### src/rtl/core/swmc_pkg.sv
// Shared types and constants for the sliding-window median and cost block.
// Holds field widths, the cell view and control structs, and the result struct.
// Depends on nothing; every other file in rtl/core but swmc_checker imports it.
`default_nettype none

package swmc_pkg;

  localparam int SAMPLE_W = 32;
  localparam int COST_W   = 38;
  localparam int CFG_W    = 7;
  // An age never exceeds the window length minus one, and the window length
  // is capped by the 7-bit register.
  localparam int AGE_W    = CFG_W;

  localparam logic [CFG_W-1:0] K_DEFAULT = 7'd3;

  typedef logic [SAMPLE_W-1:0] sample_t;
  typedef logic [COST_W-1:0]   cost_t;

  // What one cell shows its neighbors and the top level in the current cycle.
  typedef struct packed {
    logic             vld;
    logic [AGE_W-1:0] age;
    sample_t          val;
    logic             gt;
  } cell_view_t;

  // Broadcast control shared by every cell of the chain.
  typedef struct packed {
    logic             clr;
    logic             step;
    logic             flush;
    logic             full;
    sample_t          x;
    logic [AGE_W-1:0] last_age;
  } cell_ctl_t;

  typedef struct packed {
    cost_t   cost;
    sample_t median;
  } result_t;

endpackage

`default_nettype wire

### src/rtl/core/swmc_cell.sv
// One cell of the sorted window chain: a sample, its age and a valid bit.
// Removes the oldest sample and inserts the new one in a single step.
// Depends on swmc_pkg.
`default_nettype none

module swmc_cell (
  input  logic                 clk,
  input  logic                 rst,
  input  swmc_pkg::cell_ctl_t  ctl,
  input  swmc_pkg::cell_view_t left,
  input  logic                 left_rem_le,
  input  swmc_pkg::cell_view_t right,
  input  logic                 rem_le,
  output swmc_pkg::cell_view_t view,
  output logic                 del,
  output logic                 ins,
  output swmc_pkg::sample_t    held
);
  import swmc_pkg::*;

  logic             vld;
  logic [AGE_W-1:0] age;
  sample_t          val;

  cell_view_t       wv;
  cell_view_t       wl;
  logic             ins_left;
  logic             vld_next;
  logic [AGE_W-1:0] age_next;
  sample_t          val_next;

  always_comb begin
    // A restart empties the window before the new sample goes in.
    view.vld = vld & ~(ctl.step & ctl.flush);
    view.age = age;
    view.val = view.vld ? val : '0;
    view.gt  = view.vld && (val > ctl.x);
    del      = ctl.full && view.vld && (age == ctl.last_age);
    held     = val;

    // wv and wl are this slot and the left slot after the oldest is taken out.
    wv       = rem_le ? right : view;
    wl       = left_rem_le ? view : left;
    ins      = !wv.vld || wv.gt;
    ins_left = !wl.vld || wl.gt;

    if (ins_left) begin
      vld_next = wl.vld;
      age_next = wl.age + 1'b1;
      val_next = wl.val;
    end else if (ins) begin
      vld_next = 1'b1;
      age_next = '0;
      val_next = ctl.x;
    end else begin
      vld_next = wv.vld;
      age_next = wv.age + 1'b1;
      val_next = wv.val;
    end
  end

  always_ff @(posedge clk) begin
    if (rst) begin
      vld <= 1'b0;
    end else if (ctl.clr) begin
      vld <= 1'b0;
    end else if (ctl.step) begin
      vld <= vld_next;
    end
  end

  always_ff @(posedge clk) begin
    if (ctl.step) begin
      age <= age_next;
      val <= val_next;
    end
  end

endmodule

`default_nettype wire

### config.mk
export PLATFORM = sky130hd
export DESIGN_NAME = swmc_cell
export DESIGN_NICKNAME = d
export VERILOG_FILES = /design/src/rtl/core/swmc_pkg.sv /design/src/rtl/core/swmc_cell.sv
export SDC_FILE = /design/constraint.sdc
export NUM_CORES = 1
export LEC_CHECK = 0
export BUFFER_PORTS_ARGS = -buffer_cell sky130_fd_sc_hd__buf_2
export CORE_MARGIN = 3
export CORE_UTILIZATION = 44
export CTS_CLUSTER_DIAMETER = 200
export DETAILED_ROUTE_END_ITERATION = 6
export GPL_TIMING_DRIVEN = 0
export PLACE_DENSITY = 0.76
export SYNTH_ARGS = -nofsm -noshare
export SYNTH_HDL_FRONTEND = slang
export SYNTH_SLANG_ARGS = --single-unit
### constraint.sdc
create_clock -name clk -period 2.36 [get_ports clk]
set_input_delay 0.236 -clock clk [delete_from_list [all_inputs] [get_ports clk]]
set_output_delay 0.236 -clock clk [all_outputs]
set_load 0.02 [all_outputs]
### Yosys cells after proc, flatten, opt, wreduce, memory -nomap -nowiden

Index checks and enable logic that the tools add are counted.

* output and inout port bits: 75
* word-level logic and storage cells: 27
* input port bits: 129
* flip-flop bits (word level): 40

* reductions and logical operators: 8
* multiplexer cells: 9
* equality and inequality tests: 1
* bitwise gates (word level): 3
* add/subtract/negate cells: 2
* magnitude comparators: 1

Operators by type and width (number)
* 32-bit 2-to-1 mux: 3
* 41-bit 2-to-1 mux: 2
* 32-bit greater-than comparator: 1
* 7-bit by 1-bit adder with 7-bit output, second input constant: 2
* 7-bit 2-to-1 mux: 2
* 7-bit == test: 1
* 1-bit logical AND: 3
* 1-bit bitwise AND: 2
* 1-bit logical NOT: 2
* 1-bit logical OR: 2
* 1-bit 2-to-1 mux: 2
* 2-bit OR reduction: 1
* 1-bit inverter: 1

### Longest topological paths before layout

* word-level depth: 9
* gate-level depth with buffers: 11
* depth with buffers taken out: 9

### Worst setup path after synthesis

Ideal clock, no wire load.

* path kind: register to register
* from: register val[30] (netlist: held[30])
* to: register val[27] (netlist: held[27]), data pin
* period minus slack after synthesis: 2.555 ns
* arrival time: 2.294 ns
* cell stages (with the launch flop): 11
* data required time: 2.099 ns
* slack: -0.195 ns
* path buffers: 2
* setup time: 0.261 ns
* cell sequence: edfxtp_1 ha_1 nand4_2 nor4_4 nand2_1 a31oi_2 o21ai_2 a31oi_4 buf_6 buf_8 mux2i_1

* word-level cells in the longest chain between the ends: 6
* elaborated cells on any way between the ends: 8
* those cells by class: order compare (1); mux (4); reduce/logical (3)

Ends and longest elaborated chain
* start: declaration: line swmc_cell.sv:23 `sample_t val;`
* start signal: assignment: line swmc_cell.sv:75 `val <= val_next;`
* 32-bit greater-than comparator (*): line swmc_cell.sv:37 `view.gt = view.vld && (val > ctl.x);`
* 1-bit logical AND (*): line swmc_cell.sv:37
* 41-bit 2-to-1 mux: line swmc_cell.sv:42 `wv = rem_le ? right : view;`
* 1-bit logical OR: line swmc_cell.sv:44 `ins = !wv.vld || wv.gt;`
* 32-bit 2-to-1 mux: line swmc_cell.sv:51 `end else if (ins) begin`
* 32-bit 2-to-1 mux (*): line swmc_cell.sv:47 `if (ins_left) begin`
* via val_next[27]: line swmc_cell.sv:30 `sample_t val_next;`

Mark *: on every way through the listed nets, which the timed path passes. The rest lies on a longest branch.
A chain may end at the register's enable or synchronous reset.

### Worst setup path in the final report

* from: register val[31] (netlist: held[31])
* to: register val[27] (netlist: held[27]), data pin

Same word-level chain as after synthesis.

==> results.ini <==
[power]
irDropWorstVdd_uv = 255.6
power_density_nw_per_um2 = 390.1
power.leakage_nw = 3.247
power_w = 0.002360

[finish]
syn_to_final_growth_pct = 39.05
n_antenna_cell = 0
multi_input_area_um2 = 3060
drive_gt1_frac = 0.4469
fill_cells = 801
fin_nets = 831
seqCellArea_um2 = 1191

[floorplan]
die_w_um = 105.5
initial_core_util = 0.4622
die_h_um = 105.5
core_area_um2 = 9415
rows = 35
die_area_um2 = 11120
io_pins = 204

[cts]
clockBufferDepth = 2
cts_buffers = 5
htreeDepth = 2
cts_num_sinks = 40
cts-root-buf = clkbuf_8
cts.clk_slew.worst_paths_ps = 90
worstSkewPairLatency_ps = 300
cts_hold_buf = 0
tritoncts = built

[global_route]
grt_util_met3 = 0.04470
grt_max_degree = 43
grt_usage = 0.2404
antenna_found_initial = 0
grt_pass1_vias = 4358
grt-busiest-layer = met2
grt_use_met2 = 0.4390
use_met1 = 0.2943
grt_first_pass_wirelength_um = 21780
grt_overflow = 0

[routing]
first_iter_violations = 193
antenna_left = 0
firstDrtPassIters = 5
wire_per_inst_um = 17.82
routed_wl_um = 14220
remaining_drc_errors = 0
vias = 4242
via_per_inst = 5.316

[status]
outcome = finished, violations left
violations = setup timing

[critical_path]
slowest_stage = edfxtp_1
rr_worst_depth = 9
r2r_setup_slack_ps = -370
critPathRequiredTime_ps = 2400
r2r-start = held[31]$_DFFE_PP_
slowest_delay_ps = 460
critPathArrivalTime_ps = 2770
end_kind = flop
crit_chain = ha_4, nand4_4, nor4_4, nand4_1, o31a_1, o21ai_4, buf_6, mux2i_1, mux2i_2
cp_max_fo = 10
startpoint_type = flop
crit_type = reg -> reg
r2r_end = held[27]$_DFFE_PP_
crit_start = held[31]$_DFFE_PP_

[worst_hold_path]
min_path_type = in -> reg
worstHoldStart = rst
hold_depth = 2
hold_end = vld$_SDFFE_PP0P_

[timing]
tightest_slew_ps = 832.6
hold_slack_ps = 99.41
rsz0062_at_grt = true
layout_min_cycle_time_ps = 2725
setup_viol = 41
hold_viol_final = 0
slew_viol_final = 0
skew_ps = 5.970
fmax_mhz = 367.0
finalCritPeriodShare = 1.155
finalWorstSetupSlack_ps = -365.1
slew-limit-headroom = 0.4449

[yosys]
ys_types = 43
postSynthAreaPerCell_um2 = 9.935
yosysSeqAreaShare = 0.2737
synth_warnings = 0
synthesis.nets = 601
syn_area_um2 = 4352
syn_inst = 438
synth-seq-cells = 40

[job]
maxCapViolCount = 0

[place]
dp_hpwl_um = 10800
gp_congestion = 0.8342
dp_worst_setup_slack_ps = -513.5
io_buffers = 202

synth_stat cells (all sizes together):
cell type	number	area share
a21o	1	0.0017
a21oi	18	0.021
a222oi	1	0.0023
a2bb2oi	1	0.0020
a31oi	3	0.0092
a32oi	2	0.0040
and2	1	0.0014
and3	32	0.046
and4	1	0.0020
buf	12	0.023
clkbuf	12	0.010
dfxtp	1	0.0046
edfxtp	39	0.27
ha	34	0.098
inv	38	0.033
mux2	35	0.091
mux2i	111	0.26
nand2	30	0.026
nand2b	2	0.0029
nand3	6	0.0069
nand3b	1	0.0017
nand4	6	0.010
nor2	12	0.010
nor2b	2	0.0029
nor3	1	0.0011
nor3b	1	0.0017
nor4	3	0.0092
o21ai	13	0.017
o31a	1	0.0020
o31ai	1	0.0017
xnor2	11	0.022
xor2	6	0.012
repair_timing:
item                       4_1_cts  5_1_grt
buffers inserted                14        7
cloned                           0        1
setup endpoints to repair       52       41
pin swaps                       11       12
resized for setup               13       22
per-layer routing:
metal | up-vias | wire [um]
met5 | - | 0
met1 | 1992 | 5878
li1 | 2050 | -
met2 | 185 | 7234
met3 | 15 | 964
met4 | 0 | 144
cells in the final DEF, fill, tap and decap left out, drive strengths merged, types with 11 or more instances in the layout:
| cell type | count |
|---|---|
| inv | 38 |
| edfxtp | 39 |
| xnor2 | 11 |
| nand2 | 30 |
| ha | 34 |
| buf | 234 |
| a21oi | 18 |
| o21ai | 13 |
| clkbuf | 19 |
| mux2i | 111 |
| mux2 | 35 |
| nor2 | 12 |
| and3 | 32 |
stage by stage:
step / instance area [um2] / setup TNS (ps) / cells / utilization
6_report: 6051 / -11090 / 798 / 0.6427
4_1_cts: 5871 / -11620 / 791 / 0.6235
5_1_grt: 6051 / -17000 / 798 / 0.6427
3_5_place_dp: 5608 / -15280 / 769 / 0.5956
3_3_place_gp: 5608 / -13630 / 769 / 0.5956
2_1_floorplan: 4436 / -5136 / 438 / -
cell type report:
class,instances,share of cell area
timing repair buffer,223,0.2010
buffer,24,0.02833
sequential,40,0.1969
clock inverter,2,0.005790
multi-input combinational,336,0.5058
tap,129,0.02667
clock buffer,6,0.01199
inverter,38,0.02357
power breakdown:
part / total [W] / switching (W) / internal (W)
combinational: 0.000872 / 0.000457 / 0.000415
sequential: 0.000906 / 0.0000557 / 0.000850
clock: 0.000583 / 0.000269 / 0.000315
total: 0.00236 / 0.000781 / 0.00158
state kept, by name (all words and copies together) (netlist names):
name  cells
held     32
age       7
vld       1
worst max-delay path by stage:
stage	endpoint	slack, ps	cells after the start
2_1_floorplan	held[29]$_DFFE_PP_	-140	9
3_3_place_gp	held[27]$_DFFE_PP_	-430	8
3_5_place_dp	age[3]$_DFFE_PP_	-510	8
4_1_cts	ins	-370	9
5_1_grt	held[27]$_DFFE_PP_	-490	9
6_report	held[27]$_DFFE_PP_	-370	9
logic make-up (layout without fill, tap and decap cells):
group / Yosys count / count (layout) / synth area share
simple gates: 98 / 98 / 0.1222
mux: 146 / 146 / 0.3459
buf+inv: 62 / 293 / 0.06584
compound gates: 41 / 41 / 0.06038
fa+ha+maj: 34 / 34 / 0.09776
xor+xnor: 17 / 17 / 0.03421
flops: 40 / 40 / 0.2737
worst max-delay path, delay by kind of cell (launching register included):
kind | cells | cell delay [ps]
DFF | 1 | 460
and+or+nand+nor | 3 | 660
AOI/OAI and AO/OA | 2 | 420
buffers and inverters | 1 | 220
muxes | 2 | 380
adders and majority gates | 1 | 330
(Power assumes the default switching activity.)
