[src/rtl/core/swmc_pkg.sv]
// Shared types and constants for the sliding-window median and cost block.
// Holds field widths, the cell view and control structs, and the result struct.
// Depends on nothing; every other file in rtl/core but swmc_checker imports it.
`default_nettype none

package swmc_pkg;

  localparam int SAMPLE_W = 32;
  localparam int COST_W   = 38;
  localparam int CFG_W    = 7;
  // An age never exceeds the window length minus one, and the window length
  // is capped by the 7-bit register.
  localparam int AGE_W    = CFG_W;

  localparam logic [CFG_W-1:0] K_DEFAULT = 7'd3;

  typedef logic [SAMPLE_W-1:0] sample_t;
  typedef logic [COST_W-1:0]   cost_t;

  // What one cell shows its neighbors and the top level in the current cycle.
  typedef struct packed {
    logic             vld;
    logic [AGE_W-1:0] age;
    sample_t          val;
    logic             gt;
  } cell_view_t;

  // Broadcast control shared by every cell of the chain.
  typedef struct packed {
    logic             clr;
    logic             step;
    logic             flush;
    logic             full;
    sample_t          x;
    logic [AGE_W-1:0] last_age;
  } cell_ctl_t;

  typedef struct packed {
    cost_t   cost;
    sample_t median;
  } result_t;

endpackage

`default_nettype wire

[src/rtl/core/swmc_if.sv]
// Stream interfaces for the sample input and the result output channels.
// Each carries valid, ready and the payload fields; widths come from swmc_pkg.
`default_nettype none


interface swmc_out_if;
  import swmc_pkg::*;
  logic    valid;
  logic    ready;
  cost_t   cost;
  sample_t median;
  modport source (output valid, output cost, output median, input ready);
  modport sink   (input valid, input cost, input median, output ready);
endinterface

`default_nettype wire

[src/rtl/core/swmc_fifo.sv]
// Small result queue that drives the output channel.
// Entries hold one result each; the write side never pushes into a full queue.
// Depends on swmc_pkg and swmc_out_if.
`default_nettype none

module swmc_fifo #(
  parameter int DEPTH = 8
) (
  input  logic                         clk,
  input  logic                         rst,
  input  logic                         push,
  input  swmc_pkg::result_t            push_data,
  swmc_out_if.source                   results,
  output logic [$clog2(DEPTH+1)-1:0]   count
);
  import swmc_pkg::*;

  localparam int PTR_W = (DEPTH > 1) ? $clog2(DEPTH) : 1;
  localparam logic [PTR_W-1:0] PTR_LAST = PTR_W'(DEPTH - 1);

  result_t          mem [DEPTH];
  logic [PTR_W-1:0] wr_ptr;
  logic [PTR_W-1:0] rd_ptr;
  logic             pop;

  assign results.valid  = (count != '0);
  assign results.cost   = mem[rd_ptr].cost;
  assign results.median = mem[rd_ptr].median;
  assign pop            = results.valid && results.ready;

  always_ff @(posedge clk) begin
    if (push) begin
      mem[wr_ptr] <= push_data;
    end
  end

  always_ff @(posedge clk) begin
    if (rst) begin
      wr_ptr <= '0;
      rd_ptr <= '0;
      count  <= '0;
    end else begin
      if (push) begin
        wr_ptr <= (wr_ptr == PTR_LAST) ? '0 : wr_ptr + 1'b1;
      end
      if (pop) begin
        rd_ptr <= (rd_ptr == PTR_LAST) ? '0 : rd_ptr + 1'b1;
      end
      if (push && !pop) begin
        count <= count + 1'b1;
      end else if (pop && !push) begin
        count <= count - 1'b1;
      end
    end
  end

endmodule

`default_nettype wire

[src/flat_wrapper.sv]
// flat-port wrapper written by rule: the top's interface ports become plain ports
module swmc_fifo_flat import swmc_pkg::*;
#(
  parameter int DEPTH = 8
)
  (clk, rst, push, push_data, count, results_valid, results_cost, results_median, results_ready);
  swmc_out_if results_i ();
  input  logic clk;
  input  logic rst;
  input  logic push;
  input  swmc_pkg::result_t push_data;
  output logic [$clog2(DEPTH+1)-1:0] count;
  output wire logic [$bits(results_i.valid)-1:0] results_valid;
  output wire logic [$bits(results_i.cost)-1:0] results_cost;
  output wire logic [$bits(results_i.median)-1:0] results_median;
  input wire logic [$bits(results_i.ready)-1:0] results_ready;
  assign results_valid = results_i.valid;
  assign results_cost = results_i.cost;
  assign results_median = results_i.median;
  assign results_i.ready = results_ready;
  swmc_fifo #(.DEPTH(DEPTH)) u_core (.clk(clk), .rst(rst), .push(push), .push_data(push_data), .results(results_i), .count(count));
endmodule
[config.mk]
export PLATFORM = sky130hd
export DESIGN_NAME = swmc_fifo_flat
export DESIGN_NICKNAME = d
export VERILOG_FILES = /design/src/rtl/core/swmc_pkg.sv /design/src/rtl/core/swmc_if.sv /design/src/rtl/core/swmc_fifo.sv /design/src/flat_wrapper.sv
export SDC_FILE = /design/constraint.sdc
export NUM_CORES = 1
export LEC_CHECK = 0
export BUFFER_PORTS_ARGS = -buffer_cell sky130_fd_sc_hd__buf_2
export CAP_MARGIN = 15
export CORE_MARGIN = 2
export CORE_UTILIZATION = 55
export CTS_CLUSTER_SIZE = 28
export DETAILED_ROUTE_END_ITERATION = 10
export GPL_TIMING_DRIVEN = 0
export PLACE_DENSITY = 0.78
export SYNTH_ARGS = -nofsm -noshare
export SYNTH_HDL_FRONTEND = slang
export SYNTH_SLANG_ARGS = --single-unit
[constraint.sdc]
create_clock -name clk -period 8.6 [get_ports clk]
set_input_delay 1.29 -clock clk [delete_from_list [all_inputs] [get_ports clk]]
set_output_delay 1.29 -clock clk [all_outputs]
set_load 0.05 [all_outputs]
# Yosys cells after proc, flatten, opt, wreduce, memory -nomap -nowiden
# Memory sizes are Yosys's and may differ from the RTL's. A register that Yosys moved wholly into a read port is not among the register bits.
# Cells that the tools add are included.
# Widths: inputs -> output; s select.
# op_classes
addsub,4
n_mul,0
div_mod_pow,0
n_lt_le_gt_ge,0
n_eq_ne,2
shift,0
muxes,8
n_bitwise,0
reduce_logical,7
# op_table
cell,n
$mux 3,4
$mux 4,2
$add 3x1->3 const B,2
$eq 3x3->1 const B,2
$add 4x1->4 const B,1
$reduce_bool 4->1,1
$sub 4x1->4 const B,1
$logic_and 1x1->1,3
$logic_not 1->1,2
$mux 1,2
$reduce_bool 2->1,1
# totals
register_bits,10
latchBits,0
ram_bits,560
romBits,0
in_bits,74
output_inout_bits,75
word_cells,25
mem_count,1
# memory_table
memory,depth,word_bits,read_ports,rd_clocked_by_memory_dff,wr,line,rtl
u_core.mem,8,70,1,1,1,swmc_fifo.sv:21,result_t mem [DEPTH];

# Longest topological paths before layout
# Gate-level depths: netlist of the first run.
# depth
depth_word,5
ltp_mapped,9
ltp_nobuf,9

# Worst setup path before layout of the first run
# No wires, ideal clock.
# synth_path
path_type,input -> register
startpoint,input port push
endpoint,"memory u_core.mem[0][0] in the netlist's numbering, enable pin"
setup_ns,0.584
arrival_time_ns,6.153
required_ns,8.016
slack_ns,1.862
stages,2
n_path_buf,0
path_cell_list,nand2b_1 nor3_1
# synth_between
elab_chain_cells,2
# synth_rtl
element,line,rtl
"start, declared",flat_wrapper.sv:10,input logic push;
$mux 1,swmc_fifo.sv:32,if (push) begin
$mux 1 (not written as such),swmc_fifo.sv:33,mem[wr_ptr] <= push_data;
"end, declared",swmc_fifo.sv:21,
# No other way between the ends.

==> metrics.md, run 1 <==
| Metric | Value |
|---|---|
| Initial Util | a little under three fifths |
| Num CTS Buffers | 54 |
| Fillers | ~2.5k |
| Remaining antenna violation count after routing | 0 |
| Post-synthesis cell count | around 880 |
| Warning count from the yosys run | 0 |
| Relative slew slack | a little under half |
| Port Buffers | 148 |
| Sink Count | about 570 |
| Crit path max fanout | 10 |
| CP max stage cell | buf_1 |
| CTS tree | built |
| Max_cap viols | 0 |
| Die width | 202 µm |
| IO Pins | roughly 150 |
| CP most frequent cell | buf_2 |
| CP Cell Sequence | buf_2 > buf_2 > buf_1 > mux4_2 > mux2_2 > buf_2 |
| Worst reg2reg endpoint | u_core.count[3]$_SDFFE_PP0P_ |
| Final core utilization | 65.5% |
| Via density | around 6 |
| All-Layer GR Usage | about a fifth |
| Initial antenna violation count | 5 |
| Worst Hold Launch | u_core.rd_ptr[2]$_SDFFE_PP0P_ |
| Max Fclk | roughly 230 MHz |
| Final period util | around half |
| Vias | a little under 10k |
| Met3 Usage GRT | 5.19% |
| Simple-Gate Fraction of Synth Area | 0.728% |
| LEAKAGE | between 0.008 and 0.009 µW |
| Max Slew Vio Count | 0 |
| Unrepaired setup endpoints after global routing | false |
| Core Box Area | approximately 39,000 µm² |
| Layout area overhead | 17.1% |
| Startpoint Class | flop |
| HPWL Detailed | 26,500 µm |
| Postcts setup bufs | 0 |
| DP Area | 23,700 µm² |
| Vias in the first global route | around 10k |
| First-pass GRT wire length | 63,500 µm |
| WL/cell | approximately 25 µm |
| Busiest layer in global routing | met2 |
| Main combinational cell family by area after synthesis | multiplexers |
| Status | complete, no violations |
| Routed wire length | 42,700 µm |
| Fin crit period | about 4.3 ns |
| CP endpoint kind | primary output |
| Hold crit path type | reg -> reg |
| Final design instance area without fill | around 25,000 µm² |
| Die area | 41,000 µm² |
| Initial DRC Count | 967 |
| Clock latency on the worst-skew pair | just under 0.6 ns |
| Worst-Margin Slew | slightly below 0.8 ns |
| GR Util met1 | between 20 and 30% |
| Mapped Area | ~22,000 µm² |
| Power Density | 272 nW/µm² |
| Critical setup path kind | reg -> out |
| Multi-input gate area | between 4000 and 5000 µm² |
| Initial DRT Pass Iterations | 5 |
| Mux share of post-synthesis cell area | 18.4% |
| Hold path cells | 2 |
| Critical R2R Launch | u_core.count[1]$_SDFFE_PP0P_ |
| CTS resizes | 0 |
| Xor and xnor area share after synthesis | less than 1% |
| Synthesized net count | 965 |
| Crit path DAT | 2.97 ns |
| Worst r2r path cells | 9 |
| Worst vdd ir | 0.284 mV |
| H-tree depth | 2 |
| GR Overflow Total | 0 |
| R2r setup slk | roughly 5.9 ns |
| Final hold violations | 0 |
| Final Net Count | about 1.2k |
| Syn_area_per_cell | approximately 25 µm² |
| Seq/Total Area, Yosys | 78.9% |
| Share of post-route cells with drive strength above 1 | 42.6% |
| Post-Synth Adder-Cell Area | less than 1% |
| Yosys cell types | 27 |
| CTS Buffer Depth | 3 |
| Fin Clk Skew | about 0.013 ns |
| Chip Height | 202 µm |
| Synth Register Bits | 573 |
| Cts hold-fix bufs | 0 |
| GP Congestion | between 0.7 and 0.8 |
| Reg clk slew, reported paths | 0.06 ns |
| Critical path's largest stage delay | about 0.60 ns |
| Setup violations, final | 0 |
| Largest net degree at the start of global routing | 26 |
| Remaining DRCs | 0 |
| Met2 GRT Util | about a third |
| Clock Tree Root | clkbuf_16 |
| Synth Area in Compound Gates | less than 1% |
| Storage cell area | ~17,000 µm² |
| Row count | 72 |
| Worst EP required | 7.31 ns |
[where the power goes]
group	switching [µW]	internal (µW)	total, µW
Clock	956	1290	2240
Combinational	916	581	1500
Sequential	24.7	3130	3160
Total	1900	5000	6900
[through the flow]
step / instances / setup WS, ns / power [µW] / hold WS, ns / setup TNS, ns
2_1_floorplan: 883 / 1.86 / 4380 / 0.450 / 0
3_3_place_gp: 1549 / -3.28 / 4710 / 0.475 / -452.65
3_5_place_dp: 1585 / 4.96 / 4740 / 0.494 / 0
4_1_cts: 1684 / 4.25 / 6970 / 0.509 / 0
5_1_grt: 1685 / 4.20 / 7150 / 0.527 / 0
6_report: 1689 / 4.34 / 6900 / 0.495 / 0
[cell type report]
cell class                 count  share of cell area (%)
multi-input combinational    266                    17.2
antenna                        5                  0.0493
inverter                       2                  0.0296
timing repair buffer         184                    5.25
clock buffer                  70                    5.65
tap                          518                    2.56
buffer                        42                    1.02
sequential                   573                    67.4
clock inverter                29                   0.908
[metal layers]
metal	share of wire [%]	wire length, µm	up-vias
met4	2.2	952	6
met2	50	21200	357
met5	0.096	41	-
met1	40	17300	5162
li1	-	-	4269
met3	7.7	3280	78
[worst max path at each step]
stage,startpoint,end,slack [ns],cells past startpoint
floorplan,push,u_core.mem[0][0]$_DFFE_PP_,1.86,2
global placement,push,u_core.mem[0][45]$_DFFE_PP_,-3.28,3
detailed placement,flop,results_cost[2],4.96,6
CTS,flop,results_median[29],4.25,6
global route,flop,results_median[29],4.20,6
finish,flop,results_cost[2],4.34,6
[flip-flops by register name (all words and copies together) (netlist names), named ones only]
name	cells
u_core.mem	560
u_core.wr_ptr	3
u_core.count	4
u_core.rd_ptr	3
[critical path: cells and delay by family (launching register included)]
kind	cells	cell delay [ns]
buffers and inverters	4	1.36
multiplexers	2	0.71
flip-flops	1	0.30
[placed cells by master (no fill, tap or decap), types with 2 or more instances in the layout]
| cell | netlist | final |
|---|---|---|
| bufinv_16 | 0 | 4 |
| buf_1 | 2 | 2 |
| buf_16 | 0 | 3 |
| buf_12 | 0 | 15 |
| mux2i_1 | 2 | 2 |
| nand3_1 | 2 | 2 |
| mux4_2 | 140 | 140 |
| nor3_2 | 0 | 2 |
| inv_1 | 2 | 2 |
| mux2_2 | 71 | 71 |
| buf_2 | 14 | 162 |
| nor2_4 | 0 | 6 |
| dfxtp_1 | 13 | 13 |
| diode_2 | 0 | 5 |
| clkinv_1 | 0 | 15 |
| nor2_1 | 15 | 9 |
| clkbuf_16 | 0 | 55 |
| buf_8 | 0 | 2 |
| buf_6 | 11 | 26 |
| edfxtp_1 | 560 | 560 |
| clkbuf_1 | 15 | 30 |
| nand2b_1 | 3 | 3 |
| clkinv_2 | 0 | 9 |
| ha_1 | 7 | 7 |
| a21oi_1 | 7 | 7 |
| nand2_1 | 7 | 7 |
[cell families (layout without fill, tap and decap cells)]
kind of cell    Yosys count  count (layout)
compound gates            9               9
xor+xnor                  2               2
fa+ha+maj                 8               8
buf+inv                  44             327
flops                   573             573
mux                     213             213
other cells               0               5
simple gates             34              34
[cells in the mapped netlist (all sizes together)]
cell type,count,share of area (%)
mux2,71,3.7
nor2b,1,0.029
nand2b,3,0.087
nand4b,1,0.040
nand3b,1,0.035
a211oi,1,0.035
or3,1,0.029
nand2,7,0.12
nor2,15,0.26
clkbuf,15,0.26
mux4,140,15
a31oi,1,0.029
xor2,1,0.040
ha,7,0.40
dfxtp,13,1.2
nand3,2,0.046
inv,2,0.035
a21oi,7,0.16
buf,27,0.93
mux2i,2,0.092
nor3,2,0.046
xnor2,1,0.040
edfxtp,560,78
or4,1,0.035
fa,1,0.092
Note: power is estimated with default switching activity, not from simulation.
==> inputs of run 2 (changes only) <==
==> constraint.sdc (replaced) <==
create_clock -name clk -period 4 [get_ports clk]
set_input_delay 0.6 -clock clk [delete_from_list [all_inputs] [get_ports clk]]
set_output_delay 0.6 -clock clk [all_outputs]
set_load 0.05 [all_outputs]
==> run 2 against run 1 <==
Against the previous run: wire length shrank 1.3%; critical path depth is the same; core utilization grew 0.081 points; first-iteration DRC count shrank 8.3%; register-to-register slack lost 4.6 ns; die area is the same; setup slack lost 4.0 ns; cell count shrank 0.77%; via count shrank 0.28%; sequential power grew 110%; non-clock buffer count shrank 9; critical path type unchanged; largest cell class unchanged.
==> metrics.md, run 2 (synthesis gave the netlist of run 1 again) <==
| Metric | Value |
|---|---|
| Final Net Count | 1,197 (-0.66%) |
| Row count | 72 (unchanged) |
| First-pass GRT wire length | 63,100 µm (-0.54%) |
| H-tree depth | 2 (unchanged) |
| Core Box Area | 38,700 µm² (unchanged) |
| Worst EP required | 3.40 ns (-3.91 ns) |
| CTS resizes | 0 (unchanged) |
| LEAKAGE | 0.00819 µW (about the same) |
| Vias in the first global route | 10.3k (+0.058%) |
| Largest regs | u_core.mem (560), u_core.count (4) |
| Buffer and inverter count on the worst path | 4 (unchanged) |
| Reg clk slew, reported paths | 0.06 ns (about the same) |
| Remaining DRCs | 0 (unchanged) |
| Status | complete, no violations |
| CP Cell Sequence | buf_2 > buf_2 > clkbuf_1 > mux4_2 > mux2_2 > buf_2 |
| Via density | 5.87 (+0.49%) |
| Num CTS Buffers | 55 (+1.9%) |
| Routed wire length | 42,100 µm (-1.3%) |
| Switching power | 4100 µW (+120%) |
| Largest net degree at the start of global routing | 26 (unchanged) |
| R2r setup slk | 1.29 ns (-4.63 ns) |
| CP delay by family, top | buffers and inverters |
| Worst vdd ir | 0.631 mV (+120%) |
| Max Fclk | between 200 and 300 MHz |
| Critical path's largest stage delay | 0.57 ns (-0.03 ns) |
| Inst Count DP | 1,576 (-0.57%) |
| Max_cap viols | 0 (unchanged) |
| Pint | 10,800 µW (+120%) |
| Sink Count | 573 (unchanged) |
| Crit path max fanout | 10 (unchanged) |
| Biggest register | u_core.mem |
| Clock latency on the worst-skew pair | 0.59 ns (about the same) |
| Final hold violations | 0 (unchanged) |
| Die area | 41,000 µm² (unchanged) |
| Setup violations, final | 0 (unchanged) |
| CP endpoint kind | primary output |
| CTS Buffer Depth | 3 (unchanged) |
| Initial DRC Count | 887 (-8.3%) |
| GP Congestion | 0.715 (+0.65%) |
| Fin crit period | 3.65 ns |
| Die width | 202 µm (unchanged) |
| Max reg flops | 560 (unchanged) |
| Max Slew Vio Count | 0 (unchanged) |
| Final Non-Filler Cells | 1,676 (-0.77%) |
| Crit path DAT | 3.05 ns (+0.08 ns) |
| Layout area overhead | 17.3% |
| Remaining antenna violation count after routing | 0 (unchanged) |
| CP most frequent cell | buf_2 |
| CP max stage cell | clkbuf_1 |
| Power Density | 586 nW/µm² (+120%) |
| Commonest non-fill, non-tap cell in the layout | edfxtp_1 |
| IO Pins | 149 (unchanged) |
| Clock Power Share | 32.6% (about the same) |
| Tot Pwr | 14,900 µW (+120%) |
| CTS tree | built |
| Final core utilization | 65.5% (+0.081 points) |
| Postcts setup bufs | 0 (unchanged) |
| Fin Clk Skew | 0.0107 ns (-0.00194 ns) |
| Critical setup path kind | reg -> out |
| Sequential share of power | 45.7% (about the same) |
| Logic pwr share | 21.7% (about the same) |
| Initial antenna violation count | 6 (+1) |
| Worst-Margin Slew | 1.01 ns (+0.226 ns) |
| Vias | 9,844 (-0.28%) |
| Startpoint Class | flop |
| Sw frac | 27.6% (+0.087 points) |
| Relative slew slack | 32.6% (-15 points) |
| Post-Route Setup TNS | 0 ns (unchanged) |
| Initial Util | 55.9% (unchanged) |
| Cts hold-fix bufs | 0 (unchanged) |
| Most frequent cells in the layout | 560 x edfxtp_1, 162 x buf_2, 140 x mux4_2 |
| Min Hold Slack | 0.275 ns (-0.220 ns) |
| WL/cell | 25.1 µm (-0.57%) |
| Final period util | approximately nine tenths |
| HPWL Detailed | 25,800 µm (-2.7%) |
| GR Overflow Total | 0 (unchanged) |
| Initial DRT Pass Iterations | 5 (unchanged) |
| Port Buffers | 148 (unchanged) |
| Unrepaired setup endpoints after global routing | false |
| Hold crit path type | in -> reg |
| All-Layer GR Usage | 21.1% (-0.25 points) |
| Clock Tree Root | clkbuf_16 |
| Share of post-route cells with drive strength above 1 | 42.7% (+0.060 points) |
| Chip Height | 202 µm (unchanged) |
## run 2: area by class of cell
class,instances,area [µm²]
flip-flops and latches,573,17100
clock inverters,30,209
fillers,2520,13400
repair buffers,175,1340
inverters,2,7.51
diodes,3,7.51
well taps,518,648
multi-input cells,266,4370
plain buffers,42,258
clock buffers,67,1460
## run 2: power by group through the flow
| stage | Sequential, µW | Clock (µW) | Combinational, µW |
|---|---|---|---|
| CTS | 6790 | 4920 | 3290 |
| floorplan | 6980 | 0 | 2420 |
| global placement | 6930 | 0 | 3190 |
| global route | 6800 | 5160 | 3430 |
| detailed placement | 6920 | 0 | 3270 |
| finish | 6790 | 4840 | 3230 |
## run 2: worst paths after layout
check,end,from,cells after the start
max,results_median[4],flop,6
min,u_core.mem[7][41]$_DFFE_PP_,push_data[41],1
max reg2reg,u_core.count[3]$_SDFFE_PP0P_,u_core.count[1]$_SDFFE_PP0P_,9
min reg2reg,flop,u_core.rd_ptr[1]$_SDFFE_PP0P_,2
## run 2: through the flow
step	setup slack [ns]	area, µm²
finish	0.351	25400
detailed placement	0.947	23700
CTS	0.321	25400
global placement	-3.32	23000
floorplan	-0.167	21700
global route	0.257	25400
## run 2: routing by layer
metal	up-vias	global-route usage (%)	wire, µm
met5	-	0	40
li1	4235	-	-
met4	8	6.41	1050
met1	5189	29.9	17400
met2	328	34.0	20900
met3	84	3.97	2730
==> inputs of run 3 (changes only) <==
--- a/config.mk
+++ b/config.mk
@@ -5,6 +5,7 @@
 export SDC_FILE = /design/constraint.sdc
 export NUM_CORES = 1
 export LEC_CHECK = 0
+export ABC_AREA = 1
 export BUFFER_PORTS_ARGS = -buffer_cell sky130_fd_sc_hd__buf_2
 export CAP_MARGIN = 15
 export CORE_MARGIN = 2
@@ -12,7 +13,7 @@
 export CTS_CLUSTER_SIZE = 28
 export DETAILED_ROUTE_END_ITERATION = 10
 export GPL_TIMING_DRIVEN = 0
-export PLACE_DENSITY = 0.78
+export PLACE_DENSITY = 0.77
 export SYNTH_ARGS = -nofsm -noshare
 export SYNTH_HDL_FRONTEND = slang
 export SYNTH_SLANG_ARGS = --single-unit
==> run 3 against run 2 <==
Against the previous run: worst hold slack worse by 0.0019 ns; first-iteration DRC count up 52%; cell count up 64%; setup slack better by 0.020 ns; count of clock-buffer cells in the layout up 5; critical endpoint is now results_cost[4]; largest cell class unchanged.
==> metrics.md, run 3 <==
| Metric | Value |
|---|---|
| CP max stage cell | clkbuf_1 |
| Synth Register Bits | 573 (unchanged) |
| Top Layer Used | met5 |
| Warning count from the yosys run | 0 (unchanged) |
| Biggest area consumer among synthesized cells | edfxtp_1 |
| Setup slack at placement | 1.01 ns (+0.0590 ns) |
| Unrepaired setup endpoints after global routing | false |
| Remaining DRCs | 0 (unchanged) |
| GP Congestion | 0.800 (+12%) |
| CP endpoint kind | primary output |
| Largest net degree at the start of global routing | 32 (+23%) |
| Cts hold-fix bufs | 0 (unchanged) |
| Commonest non-fill, non-tap cell in the layout | nor2_1 |
| Syn_area_per_cell | 11.7 µm² (-52%) |
| Max reg flops | 560 (unchanged) |
| Status | complete, no violations |
| Setup violations, final | 0 (unchanged) |
| Critical setup path kind | reg -> out |
| LEAKAGE | 0.00988 µW (+21%) |
| Final Net Count | 2,255 (+88%) |
| WP depth | 6 (unchanged) |
| CP Cell Sequence | clkbuf_1 > inv_2 > clkbuf_1 > nand2_1 > nand2_1 > buf_2 |
| Worst vdd ir | 0.556 mV (-12%) |
| Post-Route Setup TNS | 0 ns (unchanged) |
| Biggest register | u_core.mem |
| Hold crit path type | in -> reg |
| Post-synth top area share | 73.4% (-4.3 points) |
| Max Fclk | 275 MHz (+0.54%) |
| WL/cell | 19.2 µm (-24%) |
| Setup crit end | results_cost[4] |
| Crit path max fanout | 10 (unchanged) |
| Initial Util | 55.9% (about the same) |
| Worst reg2reg endpoint | u_core.mem[3][55]$_DFFE_PP_ |
| Number of synthesized flops with an enable pin | 560 (unchanged) |
| Clock latency on the worst-skew pair | 0.59 ns (about the same) |
| Initial DRT Pass Iterations | 5 (unchanged) |
| Sink Count | 573 (unchanged) |
| Crit path DAT | 3.03 ns (-0.02 ns) |
| Max_cap viols | 0 (unchanged) |
| Wire length on met3 | 3850 µm (+41%) |
| CTS tree | built |
| R2r setup slk | 1.68 ns (+0.39 ns) |
| Remaining antenna violation count after routing | 0 (unchanged) |
| Wl on met1 | 20,900 µm (+20%) |
| Row count | 74 (+2.8%) |
| Worst-Margin Slew | 1.13 ns (+0.117 ns) |
| CTS Buffer Depth | 3 (unchanged) |
| Multi-input gate area | 5230 µm² (+20%) |
| Initial antenna violation count | 4 (-2) |
| Chip Height | 208 µm (+2.8%) |
| Fillers | 3,017 (+20%) |
| Relative slew slack | 25.0% (-7.6 points) |
| All-Layer GR Usage | 24.4% (+3.3 points) |
| GR Overflow Total | 0 (unchanged) |
| Fin Clk Skew | 0.0103 ns (-0.000363 ns) |
| Critical path's largest stage delay | 0.82 ns (+0.25 ns) |
| Die area | 43,300 µm² (+5.8%) |
| Post-synthesis cell count | 1,952 (+120%) |
| Storage cell area | 17,100 µm² (unchanged) |
| Critical R2R Launch | u_core.wr_ptr[0]$_SDFFE_PP0P_ |
| Max Slew Vio Count | 0 (unchanged) |
| IO Pins | 149 (unchanged) |
| Core Box Area | 41,000 µm² (+5.9%) |
| Initial DRC Count | 1,349 (+52%) |
| Commonest register cell after synthesis | edfxtp_1 |
| Post-synth ARST share | 0% (unchanged) |
| Buffer and inverter count on the worst path | 4 (unchanged) |
| Postcts setup bufs | 0 (unchanged) |
| Setup WS post-layout | 0.370 ns (+0.0196 ns) |
| Yosys cell types | 22 (-19%) |
| Mapped Area | 22,900 µm² (+5.9%) |
| Startpoint Class | flop |
| Final period util | 90.7% (-0.49 points) |
| Synth cell count leaders | 576 x nor2_1, 560 x edfxtp_1, 370 x nand2_1 |
| Top cells by area, synth | edfxtp_1 73%, nor2_1 9.4%, nand2_1 6.1%, o21ai_1 5.1%, dfxtp_1 1.1% |
| Layout area overhead | 15.3% |
| Routed wire length | 52,800 µm (+25%) |
| Largest regs | u_core.mem (560), u_core.count (4) |
| Port Buffers | 148 (unchanged) |
| CP delay by family, top | buffers and inverters |
| Share of post-route cells with drive strength above 1 | 14.4% (-28 points) |
| Die width | 208 µm (+2.8%) |
| Via density | 5.42 (-7.6%) |
| Routed length on met2 | 26,100 µm (+25%) |
| Seq/Total Area, Yosys | 74.5% (-4.4 points) |
| Vias in the first global route | 14.8k (+44%) |
| Vias | 14.9k (+52%) |
| Final hold violations | 0 (unchanged) |
| CTS resizes | 0 (unchanged) |
| H-tree depth | 2 (unchanged) |
| Worst EP required | 3.40 ns (about the same) |
| Num CTS Buffers | 55 (unchanged) |
| HPWL Detailed | 33,900 µm (+31%) |
| Most frequent cell after synthesis | nor2_1 |
| Most frequent cells in the layout | 568 x nor2_1, 560 x edfxtp_1, 370 x nand2_1 |
| First-pass GRT wire length | 80,400 µm (+27%) |
| Fin crit period | 3.63 ns (-0.0196 ns) |
| Reg clk slew, reported paths | 0.06 ns (about the same) |
| Clock Tree Root | clkbuf_16 |
| Power Density | 625 nW/µm² (+6.7%) |
| Synthesized net count | 2,034 (+110%) |
| Worst r2r path cells | 4 (-5) |
run 3: changes by cell type after synthesis, moves of 10 or more:
| cell | before | now |
|---|---|---|
| buf_2 | 14 | 39 |
| buf_4 | 0 | 10 |
| clkbuf_2 | 0 | 13 |
| inv_1 | 2 | 14 |
| mux2_2 | 71 | 0 |
| mux4_2 | 140 | 0 |
| nand2_1 | 7 | 370 |
| nor2_1 | 15 | 576 |
| o21ai_0 | 0 | 50 |
| o21ai_1 | 0 | 234 |
run 3: where the power goes:
part | total (µW) | switching (µW) | internal [µW]
Clock | 4950 | 2110 | 2850
Combinational | 4710 | 3510 | 1200
Sequential | 6850 | 63.9 | 6790
run 3: how the worst min path moves through the flow:
stage / end / slack (ns) / from / cells after the start
final: u_core.mem[7][35]$_DFFE_PP_ / 0.27 / push_data[35] / 1
after global routing: u_core.mem[4][37]$_DFFE_PP_ / 0.26 / push_data[37] / 1
after CTS: u_core.mem[4][37]$_DFFE_PP_ / 0.25 / push_data[37] / 1
after detailed placement: u_core.rd_ptr[2]$_SDFFE_PP0P_ / 0.49 / u_core.rd_ptr[2]$_SDFFE_PP0P_ / 2
after global placement: u_core.rd_ptr[1]$_SDFFE_PP0P_ / 0.47 / u_core.rd_ptr[1]$_SDFFE_PP0P_ / 2
after floorplan: flop / 0.45 / u_core.rd_ptr[1]$_SDFFE_PP0P_ / 2
run 3: final cells by class:
class                      instances  share of cell area, %
buffer                           107                   2.29
timing repair buffer             164                   4.07
tap                              532                   2.52
multi-input combinational       1255                   19.8
clock buffer                      72                   5.61
inverter                          17                  0.241
antenna                            2                 0.0189
clock inverter                    29                  0.847
sequential                       573                   64.6
run 3: cells by family after synthesis:
family                   Yosys count  synth area share [%]
adder cells (fa/ha/maj)            8                 0.469
AO/OA/AOI/OAI                    293                  6.41
buffers and inverters            124                  2.92
AND/OR/NAND/NOR                  953                  15.7
flip-flops                       573                  74.5
XOR/XNOR                           1                0.0382
run 3: per-layer routing:
layer | vias up | global-route usage [%]
met5 | - | 0
li1 | 7135 | -
met4 | 6 | 10.4
met2 | 601 | 41.6
met3 | 138 | 4.53
met1 | 7044 | 30.8
run 3: stage by stage:
stage	instance area, µm²	util (%)	hold slack, ns	std cells	total power, µW
5_1_grt	26400	64.4	0.261	2750	17200
4_1_cts	26400	64.4	0.247	2749	16600
6_report	26400	64.4	0.273	2751	16500
3_3_place_gp	24300	59.3	0.475	2632	11500
3_5_place_dp	24700	60.3	0.492	2648	11700
2_1_floorplan	22900	-	0.451	1952	10300
